--- src/design/padsag_pkg.sv ---
// Shared widths, configuration types and a helper function for the pad source address generator.
`timescale 1ns / 1ps
`default_nettype none

package padsag_pkg;

    // Field widths
    localparam int PLANE_W    = 16;
    localparam int POS_W      = 12;
    localparam int SRC_W      = 10;
    localparam int OFF_W      = 46;
    localparam int EXT_W      = 11;
    localparam int HW_W       = 21;
    localparam int DHW_W      = 31;
    localparam int CFG_IDX_W  = 3;
    localparam int CFG_DATA_W = 11;

    // Limits on extents and planes
    localparam int MAX_EXTENT = 1024;
    localparam int MAX_PLANES = 65536;

    // Padding modes
    localparam logic MODE_REPLICATE = 1'b0;
    localparam logic MODE_REFLECT   = 1'b1;

    // Configuration register indexes
    typedef enum logic [CFG_IDX_W-1:0] {
        CFG_PAD_MODE   = 3'd0,
        CFG_PAD_DEPTH  = 3'd1,
        CFG_PAD_HEIGHT = 3'd2,
        CFG_PAD_WIDTH  = 3'd3,
        CFG_SRC_DEPTH  = 3'd4,
        CFG_SRC_HEIGHT = 3'd5,
        CFG_SRC_WIDTH  = 3'd6
    } t_cfg_idx;

    // Decoded configuration seen by the datapath
    typedef struct packed {
        logic                    reflect;
        logic signed [EXT_W-1:0] pad_d;
        logic signed [EXT_W-1:0] pad_h;
        logic signed [EXT_W-1:0] pad_w;
        logic [EXT_W-1:0]        dsz;
        logic [EXT_W-1:0]        hsz;
        logic [EXT_W-1:0]        wsz;
        logic [HW_W-1:0]         hw;
        logic [DHW_W-1:0]        dhw;
    } t_cfg;

    // Load enables for the offset stages
    typedef struct packed {
        logic s2;
        logic s3;
    } t_pipe_en;

    // Zero extent counts as one, oversize extent saturates
    function automatic logic [EXT_W-1:0] fix_ext(input logic [EXT_W-1:0] v);
        logic [EXT_W-1:0] r;
        if (v == '0) begin
            r = EXT_W'(1);
        end else if (32'(v) > MAX_EXTENT) begin
            r = EXT_W'(MAX_EXTENT);
        end else begin
            r = v;
        end
        return r;
    endfunction

endpackage

`default_nettype wire

--- src/design/padsag_in_if.sv ---
// Input channel: one output coordinate per item.
`timescale 1ns / 1ps
`default_nettype none

interface padsag_in_if;
    import padsag_pkg::*;

    logic               valid;
    logic               ready;
    logic [PLANE_W-1:0] plane;
    logic [POS_W-1:0]   out_depth_pos;
    logic [POS_W-1:0]   out_height_pos;
    logic [POS_W-1:0]   out_width_pos;

    modport source (
        output valid, plane, out_depth_pos, out_height_pos, out_width_pos,
        input  ready
    );

    modport sink (
        input  valid, plane, out_depth_pos, out_height_pos, out_width_pos,
        output ready
    );
endinterface

`default_nettype wire

--- src/design/padsag_out_if.sv ---
// Output channel: source coordinate and linear offset per item.
`timescale 1ns / 1ps
`default_nettype none

interface padsag_out_if;
    import padsag_pkg::*;

    logic             valid;
    logic             ready;
    logic [SRC_W-1:0] src_depth_pos;
    logic [SRC_W-1:0] src_height_pos;
    logic [SRC_W-1:0] src_width_pos;
    logic [OFF_W-1:0] src_offset;

    modport source (
        output valid, src_depth_pos, src_height_pos, src_width_pos, src_offset,
        input  ready
    );

    modport sink (
        input  valid, src_depth_pos, src_height_pos, src_width_pos, src_offset,
        output ready
    );
endinterface

`default_nettype wire

--- src/design/padsag_cfg.sv ---
// Configuration registers with extent fix-up and precomputed plane strides.
`timescale 1ns / 1ps
`default_nettype none

module padsag_cfg (
    input  wire logic                               i_clk,
    input  wire logic                               i_rst_n,
    input  wire logic                               i_we,
    input  wire logic [padsag_pkg::CFG_IDX_W-1:0]   i_idx,
    input  wire logic [padsag_pkg::CFG_DATA_W-1:0]  i_data,
    output padsag_pkg::t_cfg                        o_cfg
);
    import padsag_pkg::*;

    logic                    r_mode;
    logic signed [EXT_W-1:0] r_pad_d;
    logic signed [EXT_W-1:0] r_pad_h;
    logic signed [EXT_W-1:0] r_pad_w;
    logic [EXT_W-1:0]        r_dsz;
    logic [EXT_W-1:0]        r_hsz;
    logic [EXT_W-1:0]        r_wsz;
    logic [HW_W-1:0]         r_hw;
    logic [DHW_W-1:0]        r_dhw;
    logic [HW_W-1:0]         n_hw;
    logic [DHW_W-1:0]        n_dhw;

    // Register writes; extents are stored already fixed up
    always_ff @(posedge i_clk) begin
        if (!i_rst_n) begin
            r_mode  <= MODE_REPLICATE;
            r_pad_d <= '0;
            r_pad_h <= '0;
            r_pad_w <= '0;
            r_dsz   <= EXT_W'(1);
            r_hsz   <= EXT_W'(1);
            r_wsz   <= EXT_W'(1);
        end else if (i_we) begin
            unique case (t_cfg_idx'(i_idx))
                CFG_PAD_MODE:   r_mode  <= i_data[0];
                CFG_PAD_DEPTH:  r_pad_d <= signed'(i_data[EXT_W-1:0]);
                CFG_PAD_HEIGHT: r_pad_h <= signed'(i_data[EXT_W-1:0]);
                CFG_PAD_WIDTH:  r_pad_w <= signed'(i_data[EXT_W-1:0]);
                CFG_SRC_DEPTH:  r_dsz   <= fix_ext(i_data[EXT_W-1:0]);
                CFG_SRC_HEIGHT: r_hsz   <= fix_ext(i_data[EXT_W-1:0]);
                CFG_SRC_WIDTH:  r_wsz   <= fix_ext(i_data[EXT_W-1:0]);
                default: ;
            endcase
        end
    end

    // Strides: H*W is registered from the stored extents, D*H*W from the registered H*W
    assign n_hw  = HW_W'(r_hsz) * HW_W'(r_wsz);
    assign n_dhw = DHW_W'(r_dsz) * DHW_W'(r_hw);

    always_ff @(posedge i_clk) begin
        if (!i_rst_n) begin
            r_hw  <= HW_W'(1);
            r_dhw <= DHW_W'(1);
        end else begin
            r_hw  <= n_hw;
            r_dhw <= n_dhw;
        end
    end

    assign o_cfg.reflect = r_mode;
    assign o_cfg.pad_d   = r_pad_d;
    assign o_cfg.pad_h   = r_pad_h;
    assign o_cfg.pad_w   = r_pad_w;
    assign o_cfg.dsz     = r_dsz;
    assign o_cfg.hsz     = r_hsz;
    assign o_cfg.wsz     = r_wsz;
    assign o_cfg.hw      = r_hw;
    assign o_cfg.dhw     = r_dhw;

endmodule

`default_nettype wire

--- src/design/padsag_axis_map.sv ---
// Maps one output axis position to its source position (replicate or reflect, crop).
`timescale 1ns / 1ps
`default_nettype none

module padsag_axis_map (
    input  wire logic [padsag_pkg::POS_W-1:0]        i_pos,
    input  wire logic signed [padsag_pkg::EXT_W-1:0] i_pad,
    input  wire logic [padsag_pkg::EXT_W-1:0]        i_size,
    input  wire logic                                i_reflect,
    output logic [padsag_pkg::SRC_W-1:0]             o_src
);
    import padsag_pkg::*;

    // Signed working width covers +-(4095 + 2*1024)
    localparam int AW = 15;
    localparam logic signed [AW-1:0] ZERO = '0;
    localparam logic signed [AW-1:0] ONE  = AW'(1);
    localparam logic signed [AW-1:0] TWO  = AW'(2);

    logic signed [AW-1:0] j;
    logic signed [AW-1:0] p;
    logic signed [AW-1:0] s;
    logic signed [AW-1:0] lim;
    logic signed [AW-1:0] v;
    logic signed [AW-1:0] c;

    assign j   = signed'(AW'(i_pos));
    assign p   = AW'(i_pad);
    assign s   = signed'(AW'(i_size));
    assign lim = s - ONE;

    // Map with the crop shift (-pad) already folded in
    always_comb begin
        priority if (j < p) begin
            v = i_reflect ? (p - j) : ZERO;
        end else if (j < s + p) begin
            v = j - p;
        end else begin
            v = i_reflect ? (s + s + p - TWO - j) : lim;
        end
    end

    // Saturate to the source extent
    always_comb begin
        priority if (v < ZERO) begin
            c = ZERO;
        end else if (v > lim) begin
            c = lim;
        end else begin
            c = v;
        end
    end

    assign o_src = c[SRC_W-1:0];

endmodule

`default_nettype wire

--- src/design/padsag_offset.sv ---
// Offset stages: stride products, then the final sum of the linear offset.
`timescale 1ns / 1ps
`default_nettype none

module padsag_offset (
    input  wire logic                             i_clk,
    input  wire padsag_pkg::t_pipe_en             i_en,
    input  wire logic [padsag_pkg::PLANE_W-1:0]   i_plane,
    input  wire logic [padsag_pkg::SRC_W-1:0]     i_sd,
    input  wire logic [padsag_pkg::SRC_W-1:0]     i_sh,
    input  wire logic [padsag_pkg::SRC_W-1:0]     i_sw,
    input  wire logic [padsag_pkg::EXT_W-1:0]     i_wsz,
    input  wire logic [padsag_pkg::HW_W-1:0]      i_hw,
    input  wire logic [padsag_pkg::DHW_W-1:0]     i_dhw,
    output logic [padsag_pkg::SRC_W-1:0]          o_sd,
    output logic [padsag_pkg::SRC_W-1:0]          o_sh,
    output logic [padsag_pkg::SRC_W-1:0]          o_sw,
    output logic [padsag_pkg::OFF_W-1:0]          o_offset
);
    import padsag_pkg::*;

    localparam int PP_W = PLANE_W + DHW_W;
    localparam int PD_W = SRC_W + HW_W;
    localparam int PH_W = SRC_W + EXT_W;

    logic [PP_W-1:0]  r_pp;
    logic [PD_W-1:0]  r_pd;
    logic [PH_W-1:0]  r_ph;
    logic [SRC_W-1:0] r_s2_sd;
    logic [SRC_W-1:0] r_s2_sh;
    logic [SRC_W-1:0] r_s2_sw;
    logic [OFF_W-1:0] n_off;
    logic [OFF_W-1:0] r_off;
    logic [SRC_W-1:0] r_s3_sd;
    logic [SRC_W-1:0] r_s3_sh;
    logic [SRC_W-1:0] r_s3_sw;

    // Stage 2: three independent products
    always_ff @(posedge i_clk) begin
        if (i_en.s2) begin
            r_pp    <= PP_W'(i_plane) * PP_W'(i_dhw);
            r_pd    <= PD_W'(i_sd) * PD_W'(i_hw);
            r_ph    <= PH_W'(i_sh) * PH_W'(i_wsz);
            r_s2_sd <= i_sd;
            r_s2_sh <= i_sh;
            r_s2_sw <= i_sw;
        end
    end

    // Stage 3: sum modulo the offset width
    assign n_off = OFF_W'(r_pp) + OFF_W'(r_pd) + OFF_W'(r_ph) + OFF_W'(r_s2_sw);

    always_ff @(posedge i_clk) begin
        if (i_en.s3) begin
            r_off   <= n_off;
            r_s3_sd <= r_s2_sd;
            r_s3_sh <= r_s2_sh;
            r_s3_sw <= r_s2_sw;
        end
    end

    assign o_sd     = r_s3_sd;
    assign o_sh     = r_s3_sh;
    assign o_sw     = r_s3_sw;
    assign o_offset = r_off;

endmodule

`default_nettype wire

--- src/design/pad_source_address_gen_unit.sv ---
// Top level of the pad source address generator: config, pipeline control, stages.
//
//  channel  | dir | handshake          | payload
//  ---------+-----+--------------------+------------------------------------------------
//  i_in     | in  | valid / ready      | plane, out_depth_pos, out_height_pos, out_width_pos
//  o_out    | out | valid / ready      | src_depth/height/width_pos, src_offset
//  i_cfg_*  | in  | i_cfg_we, no wait  | i_cfg_idx, i_cfg_data
//
//  One item per cycle while o_out does not stall; the accept loads the input register, then
//  the item moves through the axis-map, product and sum registers to o_out.valid.
//  The strides H*W and then D*H*W are registered after a configuration write.
//  Reset (synchronous, active low) empties the pipeline and loads the register defaults.
//  A stall at o_out holds each full stage; empty stages still fill, so i_in.ready drops
//  only once all four stages are full.
`timescale 1ns / 1ps
`default_nettype none

module pad_source_address_gen_unit (
    input  wire logic                               i_clk,
    input  wire logic                               i_rst_n,
    padsag_in_if.sink                               i_in,
    padsag_out_if.source                            o_out,
    input  wire logic                               i_cfg_we,
    input  wire logic [padsag_pkg::CFG_IDX_W-1:0]   i_cfg_idx,
    input  wire logic [padsag_pkg::CFG_DATA_W-1:0]  i_cfg_data
);
    import padsag_pkg::*;

    t_cfg     cfg;
    t_pipe_en pipe_en;

    logic rdy0, rdy1, rdy2, rdy3;
    logic r_s0_v, r_s1_v, r_s2_v, r_s3_v;

    logic [PLANE_W-1:0] n_s0_plane;
    logic [PLANE_W-1:0] r_s0_plane;
    logic [POS_W-1:0]   r_s0_od;
    logic [POS_W-1:0]   r_s0_oh;
    logic [POS_W-1:0]   r_s0_ow;

    logic [SRC_W-1:0]   map_sd;
    logic [SRC_W-1:0]   map_sh;
    logic [SRC_W-1:0]   map_sw;
    logic [PLANE_W-1:0] r_s1_plane;
    logic [SRC_W-1:0]   r_s1_sd;
    logic [SRC_W-1:0]   r_s1_sh;
    logic [SRC_W-1:0]   r_s1_sw;

    // Configuration
    padsag_cfg u_cfg (
        .i_clk   (i_clk),
        .i_rst_n (i_rst_n),
        .i_we    (i_cfg_we),
        .i_idx   (i_cfg_idx),
        .i_data  (i_cfg_data),
        .o_cfg   (cfg)
    );

    // Stage ready chain: a stage loads when empty or when it drains
    assign rdy3 = !r_s3_v || o_out.ready;
    assign rdy2 = !r_s2_v || rdy3;
    assign rdy1 = !r_s1_v || rdy2;
    assign rdy0 = !r_s0_v || rdy1;

    assign i_in.ready = rdy0;
    assign pipe_en.s2 = rdy2;
    assign pipe_en.s3 = rdy3;

    always_ff @(posedge i_clk) begin
        if (!i_rst_n) begin
            r_s0_v <= 1'b0;
            r_s1_v <= 1'b0;
            r_s2_v <= 1'b0;
            r_s3_v <= 1'b0;
        end else begin
            if (rdy0) r_s0_v <= i_in.valid;
            if (rdy1) r_s1_v <= r_s0_v;
            if (rdy2) r_s2_v <= r_s1_v;
            if (rdy3) r_s3_v <= r_s2_v;
        end
    end

    // Stage 0: input register with plane saturation
    assign n_s0_plane = (32'(i_in.plane) >= MAX_PLANES) ? PLANE_W'(MAX_PLANES - 1)
                                                        : i_in.plane;

    always_ff @(posedge i_clk) begin
        if (rdy0) begin
            r_s0_plane <= n_s0_plane;
            r_s0_od    <= i_in.out_depth_pos;
            r_s0_oh    <= i_in.out_height_pos;
            r_s0_ow    <= i_in.out_width_pos;
        end
    end

    // Stage 1: per-axis padding map
    padsag_axis_map u_map_d (
        .i_pos     (r_s0_od),
        .i_pad     (cfg.pad_d),
        .i_size    (cfg.dsz),
        .i_reflect (cfg.reflect),
        .o_src     (map_sd)
    );

    padsag_axis_map u_map_h (
        .i_pos     (r_s0_oh),
        .i_pad     (cfg.pad_h),
        .i_size    (cfg.hsz),
        .i_reflect (cfg.reflect),
        .o_src     (map_sh)
    );

    padsag_axis_map u_map_w (
        .i_pos     (r_s0_ow),
        .i_pad     (cfg.pad_w),
        .i_size    (cfg.wsz),
        .i_reflect (cfg.reflect),
        .o_src     (map_sw)
    );

    always_ff @(posedge i_clk) begin
        if (rdy1) begin
            r_s1_plane <= r_s0_plane;
            r_s1_sd    <= map_sd;
            r_s1_sh    <= map_sh;
            r_s1_sw    <= map_sw;
        end
    end

    // Stages 2 and 3: linear offset
    padsag_offset u_offset (
        .i_clk    (i_clk),
        .i_en     (pipe_en),
        .i_plane  (r_s1_plane),
        .i_sd     (r_s1_sd),
        .i_sh     (r_s1_sh),
        .i_sw     (r_s1_sw),
        .i_wsz    (cfg.wsz),
        .i_hw     (cfg.hw),
        .i_dhw    (cfg.dhw),
        .o_sd     (o_out.src_depth_pos),
        .o_sh     (o_out.src_height_pos),
        .o_sw     (o_out.src_width_pos),
        .o_offset (o_out.src_offset)
    );

    assign o_out.valid = r_s3_v;

    // An accepted item always lands in stage 0
    a_accept_lands: assert property (@(posedge i_clk) disable iff (!i_rst_n)
        (i_in.valid && i_in.ready) |=> r_s0_v)
        else $error("accepted item did not enter stage 0");

    // Back-pressure reaches the input only with every stage full
    a_full_on_stall: assert property (@(posedge i_clk) disable iff (!i_rst_n)
        !i_in.ready |-> (r_s0_v && r_s1_v && r_s2_v && r_s3_v))
        else $error("input stalled with an empty stage");

    // A stage that cannot drain keeps its item and the one ahead stays full
    a_stage_hold: assert property (@(posedge i_clk) disable iff (!i_rst_n)
        (r_s1_v && !rdy2) |=> (r_s1_v && r_s2_v && r_s3_v))
        else $error("stalled stage 1 item lost");

    a_stage_move: assert property (@(posedge i_clk) disable iff (!i_rst_n)
        (r_s2_v && rdy3) |=> r_s3_v)
        else $error("stage 2 item did not reach output");

endmodule

`default_nettype wire

--- src/flat_wrapper.sv ---
// flat-port wrapper written by rule: the top's interface ports become plain ports
module pad_source_address_gen_unit_flat import padsag_pkg::*;
  (i_clk, i_rst_n, i_cfg_we, i_cfg_idx, i_cfg_data, i_in_valid, i_in_plane, i_in_out_depth_pos, i_in_out_height_pos, i_in_out_width_pos, i_in_ready, o_out_valid, o_out_src_depth_pos, o_out_src_height_pos, o_out_src_width_pos, o_out_src_offset, o_out_ready);
  padsag_in_if i_in_i ();
  padsag_out_if o_out_i ();
  input  wire logic i_clk;
  input  wire logic i_rst_n;
  input  wire logic i_cfg_we;
  input  wire logic [padsag_pkg::CFG_IDX_W-1:0] i_cfg_idx;
  input  wire logic [padsag_pkg::CFG_DATA_W-1:0] i_cfg_data;
  input wire logic [$bits(i_in_i.valid)-1:0] i_in_valid;
  input wire logic [$bits(i_in_i.plane)-1:0] i_in_plane;
  input wire logic [$bits(i_in_i.out_depth_pos)-1:0] i_in_out_depth_pos;
  input wire logic [$bits(i_in_i.out_height_pos)-1:0] i_in_out_height_pos;
  input wire logic [$bits(i_in_i.out_width_pos)-1:0] i_in_out_width_pos;
  output wire logic [$bits(i_in_i.ready)-1:0] i_in_ready;
  output wire logic [$bits(o_out_i.valid)-1:0] o_out_valid;
  output wire logic [$bits(o_out_i.src_depth_pos)-1:0] o_out_src_depth_pos;
  output wire logic [$bits(o_out_i.src_height_pos)-1:0] o_out_src_height_pos;
  output wire logic [$bits(o_out_i.src_width_pos)-1:0] o_out_src_width_pos;
  output wire logic [$bits(o_out_i.src_offset)-1:0] o_out_src_offset;
  input wire logic [$bits(o_out_i.ready)-1:0] o_out_ready;
  assign i_in_i.valid = i_in_valid;
  assign i_in_i.plane = i_in_plane;
  assign i_in_i.out_depth_pos = i_in_out_depth_pos;
  assign i_in_i.out_height_pos = i_in_out_height_pos;
  assign i_in_i.out_width_pos = i_in_out_width_pos;
  assign i_in_ready = i_in_i.ready;
  assign o_out_valid = o_out_i.valid;
  assign o_out_src_depth_pos = o_out_i.src_depth_pos;
  assign o_out_src_height_pos = o_out_i.src_height_pos;
  assign o_out_src_width_pos = o_out_i.src_width_pos;
  assign o_out_src_offset = o_out_i.src_offset;
  assign o_out_i.ready = o_out_ready;
  pad_source_address_gen_unit u_core (.i_clk(i_clk), .i_rst_n(i_rst_n), .i_in(i_in_i), .o_out(o_out_i), .i_cfg_we(i_cfg_we), .i_cfg_idx(i_cfg_idx), .i_cfg_data(i_cfg_data));
endmodule
--- config.mk ---
export PLATFORM = sky130hd
export DESIGN_NAME = pad_source_address_gen_unit_flat
export DESIGN_NICKNAME = d
export VERILOG_FILES = /design/src/design/padsag_pkg.sv /design/src/design/padsag_in_if.sv /design/src/design/padsag_out_if.sv /design/src/design/padsag_cfg.sv /design/src/design/padsag_axis_map.sv /design/src/design/padsag_offset.sv /design/src/design/pad_source_address_gen_unit.sv /design/src/flat_wrapper.sv
export SDC_FILE = /design/constraint.sdc
export NUM_CORES = 2
export LEC_CHECK = 0
export ABC_CLOCK_PERIOD_IN_PS = 11240
export BUFFER_PORTS_ARGS = -buffer_cell sky130_fd_sc_hd__buf_2
export CAP_MARGIN = 40
export CORE_MARGIN = 5
export CORE_UTILIZATION = 65
export DETAILED_ROUTE_END_ITERATION = 16
export HOLD_SLACK_MARGIN = 0.1
export PLACE_DENSITY = 0.82
export REMOVE_ABC_BUFFERS = 1
export SLEW_MARGIN = 15
export SYNTH_ARGS = -nofsm -noshare
export SYNTH_HDL_FRONTEND = slang
export SYNTH_SLANG_ARGS = --single-unit
export TNS_END_PERCENT = 50
--- constraint.sdc ---
create_clock -name i_clk -period 11.24 [get_ports i_clk]
set_clock_uncertainty 0.1 [all_clocks]
set_input_delay 1.124 -clock i_clk [delete_from_list [all_inputs] [get_ports i_clk]]
set_output_delay 1.124 -clock i_clk [all_outputs]
set_load 0.05 [all_outputs]
==> impl_results.md <==
* Status: finished clean
* Initial antenna violation count at 1
* Final hold viol count at 0
* Hold_buf cts at 0
* Core ar. at 96850 µm²
* Fraction of layout cells with a size suffix above 1 at approximately 5.5%
* CTS Sinks at 425
* Post-synth EDFFs at approximately 300
* Drt wl/cell at a little under 20 µm
* Post-synth top area share at 29.84%
* Power density cells at 89.01 nW/µm²
* NetSw at about 2300 µW
* Pint at ~3700 µW
* Starting Density at between 60% and 70%
* Synth Warn # at 0
* CP max FO at 16
* Part of the power in registers at between 30 and 40%
* Fin cells at between 8000 and 9000
* Synth unique cells at 91
* Die area at 104100 µm²
* Setup_tns at 0 ns
* FF/Latch Area at between 10000 and 15000 µm²
* Nets at approximately 8600
* Ys flop type: edfxtp_1
* Area leader, netlist: fa_1
* Ys async rst share at 0%
* Reg clk slew, reported paths at 0.06 ns
* CTS tree: built
* WHS Path Cells at 0
* Most frequent cell after synthesis: inv_1
* Placed Cells at 8070
* Worst Hold Class: reg2reg
* HPWL Detailed at around 130 mm
* Post-route DRC at 0
* Area grow syn2layout at 6.438%
* Largest net degree at the start of global routing at 80
* Sw Share at 38.00%
* Final core utilization at between 60 and 70%
* I/O pin total at around 150
* Via/cell ratio at between 5 and 6
* Die width at 322.6 µm
* Worst Max-Slew Pin Slew at ~0.96 ns
* Post-synth top cells: inv_1 (1122), nand2_1 (995), fa_1 (947)
* Arr. time, crit path at 7.56 ns
* CTS buffer count at 50
* Worst path required time at about 12 ns
* Tcrit/Tclk final at 64.78%
* Slew HR at ~36%
* Port-buffer cells at 148
* Max Cap Viol at 0
* Post-synthesis register bit count at 425
* Clock Latency Late Sink at between 0.6 and 0.7 ns
* Proportion of power drawn by combinational gates at between 30% and 40%
* Multi-input logic area at approximately 47000 µm²
* H-tree Lvls at 2
* Number of global-route vias before repair at 51130
* Deepest clock path buffer count at 3
* Setup Crit Path Kind: reg2reg
* Cell with the largest stage delay on the worst path: dfxtp_1
* Hold_ws at between 0.2 and 0.3 ns
* Setup Buffers After CTS at 0
* Leak at around 0.033 µW
* Fin crit period at about 7.3 ns
* Largest cells by area after synthesis: fa_1 (30%), edfxtp_1 (14%), ha_1 (14%), inv_1 (6.6%), nand2_1 (5.9%)
* Post-Synthesis Cells at between 6000 and 7000
* Grt total ovfl at 0
* First-pass GRT wire length at approximately 260 mm
* Vias at just under 50000
* Fill count at a little over 7000
* Final Wtd Congestion at around 0.95
* ANT nets after route at 0
* Crit path cell chain: nand2_1 -> fa_1 -> fa_1 -> fa_1 -> fa_1 -> inv_1 -> fa_1 -> fa_1 -> ha_1 -> and2_1 -> nand2_1 -> o31ai_1 -> a311oi_1 -> o211ai_2 -> a31oi_1 -> o41ai_1 -> a21oi_1 -> xnor2_1
* Most common cell on crit path: fa_1
* All-Layer GR Usage at 31.66%
* Critical Path Max Stage Delay at approximately 0.86 ns
* Cell count of the worst reg-to-reg path at 18
* Netlist Area Pre-Place at 63530 µm²
* Post-synthesis sequential area ratio at ~18%
* Crit end category: flip-flop
* Unrepaired setup endpoints after global routing: false
* Root buf cell: clkbuf_16
* DRT Wirelength at between 150 and 200 mm
* Critical path startpoint category: flip-flop
* Mean Syn Cell Area at ~9 µm²
* DR iter-0 viols at between 3000 and 4000
* CTS resizes at 0
* Die height at between 300 and 400 µm
* First-pass DRT Iterations at 5
* # rows at roughly 110
* Fin. max-slew vios at 0
* Power Total at 6019 µW
* Clock Power Share at 28.4%
* Fmax at 137.3 MHz
* Largest vdd supply drop at 0.1262 mV
* Setup Viol. Count Final at 0
[path summary, 6_finish.rpt]
check	startpoint	to	slack, ns
max	u_core.u_cfg.r_dhw[10]$_SDFF_PN0_	u_core.u_offset.r_pp[44]$_DFFE_PP_	3.96
min	u_core.u_offset.r_s2_sh[0]$_DFFE_PP_	u_core.u_offset.o_sh[0]$_DFFE_PP_	0.30
max reg2reg	u_core.u_cfg.r_dhw[10]$_SDFF_PN0_	u_core.u_offset.r_pp[44]$_DFFE_PP_	3.96
min reg2reg	u_core.u_offset.r_s2_sh[0]$_DFFE_PP_	u_core.u_offset.o_sh[0]$_DFFE_PP_	0.30
[area by class of cell]
| class | count | share of cell area [%] |
|---|---|---|
| Inverter | 1135 | 6.304 |
| Clock buffer | 60 | 1.982 |
| Antenna cell | 1 | 0.003701 |
| Multi-Input combinational cell | 5005 | 68.95 |
| Clock inverter | 34 | 0.5551 |
| Tap cell | 1276 | 2.361 |
| Timing Repair Buffer | 237 | 2.790 |
| Sequential cell | 425 | 17.05 |
[power groups by stage]
stage	logic (µW)	registers (µW)	clock network, µW
6_report	2110	2190	1710
5_1_grt	2310	2210	1810
2_1_floorplan	1210	2400	0
3_5_place_dp	2070	2220	0
3_3_place_gp	1880	2280	0
4_1_cts	2090	2190	1740
[metrics by stage]
step / worst slack, ns / cell area [µm²]
after global placement: 3.854 / 65100
after floorplan: 4.581 / 62400
after detailed placement: 4.093 / 65780
after CTS: 4.068 / 67490
final: 3.959 / 67620
after global routing: 3.388 / 67620
[registers in the layout, indices dropped and copies added, names as in the netlist, 11 cells and up]
signal / flops
u_core.r_s0_od: 12
u_core.u_cfg.r_hsz: 11
u_core.r_s0_oh: 12
u_core.u_offset.r_pp: 46
u_core.r_s0_ow: 12
u_core.u_cfg.r_hw: 21
u_core.r_s0_plane: 16
u_core.u_cfg.r_pad_d: 11
u_core.u_cfg.r_dsz: 11
u_core.u_cfg.r_pad_w: 11
u_core.u_offset.r_ph: 21
u_core.u_cfg.r_dhw: 31
u_core.r_s1_plane: 16
u_core.u_cfg.r_wsz: 11
u_core.u_offset.r_pd: 31
u_core.u_cfg.r_pad_h: 11
u_core.u_offset.o_offset: 46
[kinds of logic after synthesis]
logic type	Yosys count	share of synthesized area [%]
flip-flops	425	18.15
AO/OA/AOI/OAI	966	9.877
XOR/XNOR	296	4.081
buffers and inverters	1428	8.484
AND/OR/NAND/NOR	2067	15.31
adder cells (fa/ha/maj)	1646	43.61
multiplexers	30	0.4884
[worst max-delay path: cells and delay by family, from the launching register on]
family,cells,cell delay [ns]
simple gates,3,0.40
xor+xnor,1,0.15
compound gates,6,1.99
fa+ha+maj,7,3.46
buf+inv,1,0.05
flops,1,0.86
[per-layer routing]
metal  track usage [%]  up-vias  wire (µm)
li1                  -    21930          -
met1             40.82    23870      62630
met2             53.54     2105      77900
met3             5.691      431      13560
met4             12.70        0       7412
met5                 0        -          0
[cells in the final DEF (no fill, tap or decap), types with 39 or more instances in the layout]
| master | count |
|---|---|
| buf_4 | 46 |
| nand2_1 | 993 |
| a31oi_1 | 39 |
| ha_1 | 699 |
| o21bai_1 | 41 |
| a21oi_1 | 323 |
| o21a_1 | 45 |
| inv_1 | 1120 |
| nor2b_1 | 54 |
| xnor2_1 | 205 |
| nor2_1 | 244 |
| buf_2 | 148 |
| dfxtp_1 | 122 |
| edfxtp_1 | 302 |
| and3_1 | 44 |
| fa_1 | 947 |
| a21o_1 | 150 |
| nand3_1 | 68 |
| and2_1 | 444 |
| nor3_1 | 74 |
| nand2b_1 | 47 |
| xor2_1 | 91 |
| clkbuf_16 | 51 |
| o21ai_0 | 139 |
Power figures use the tool's default switching activity.
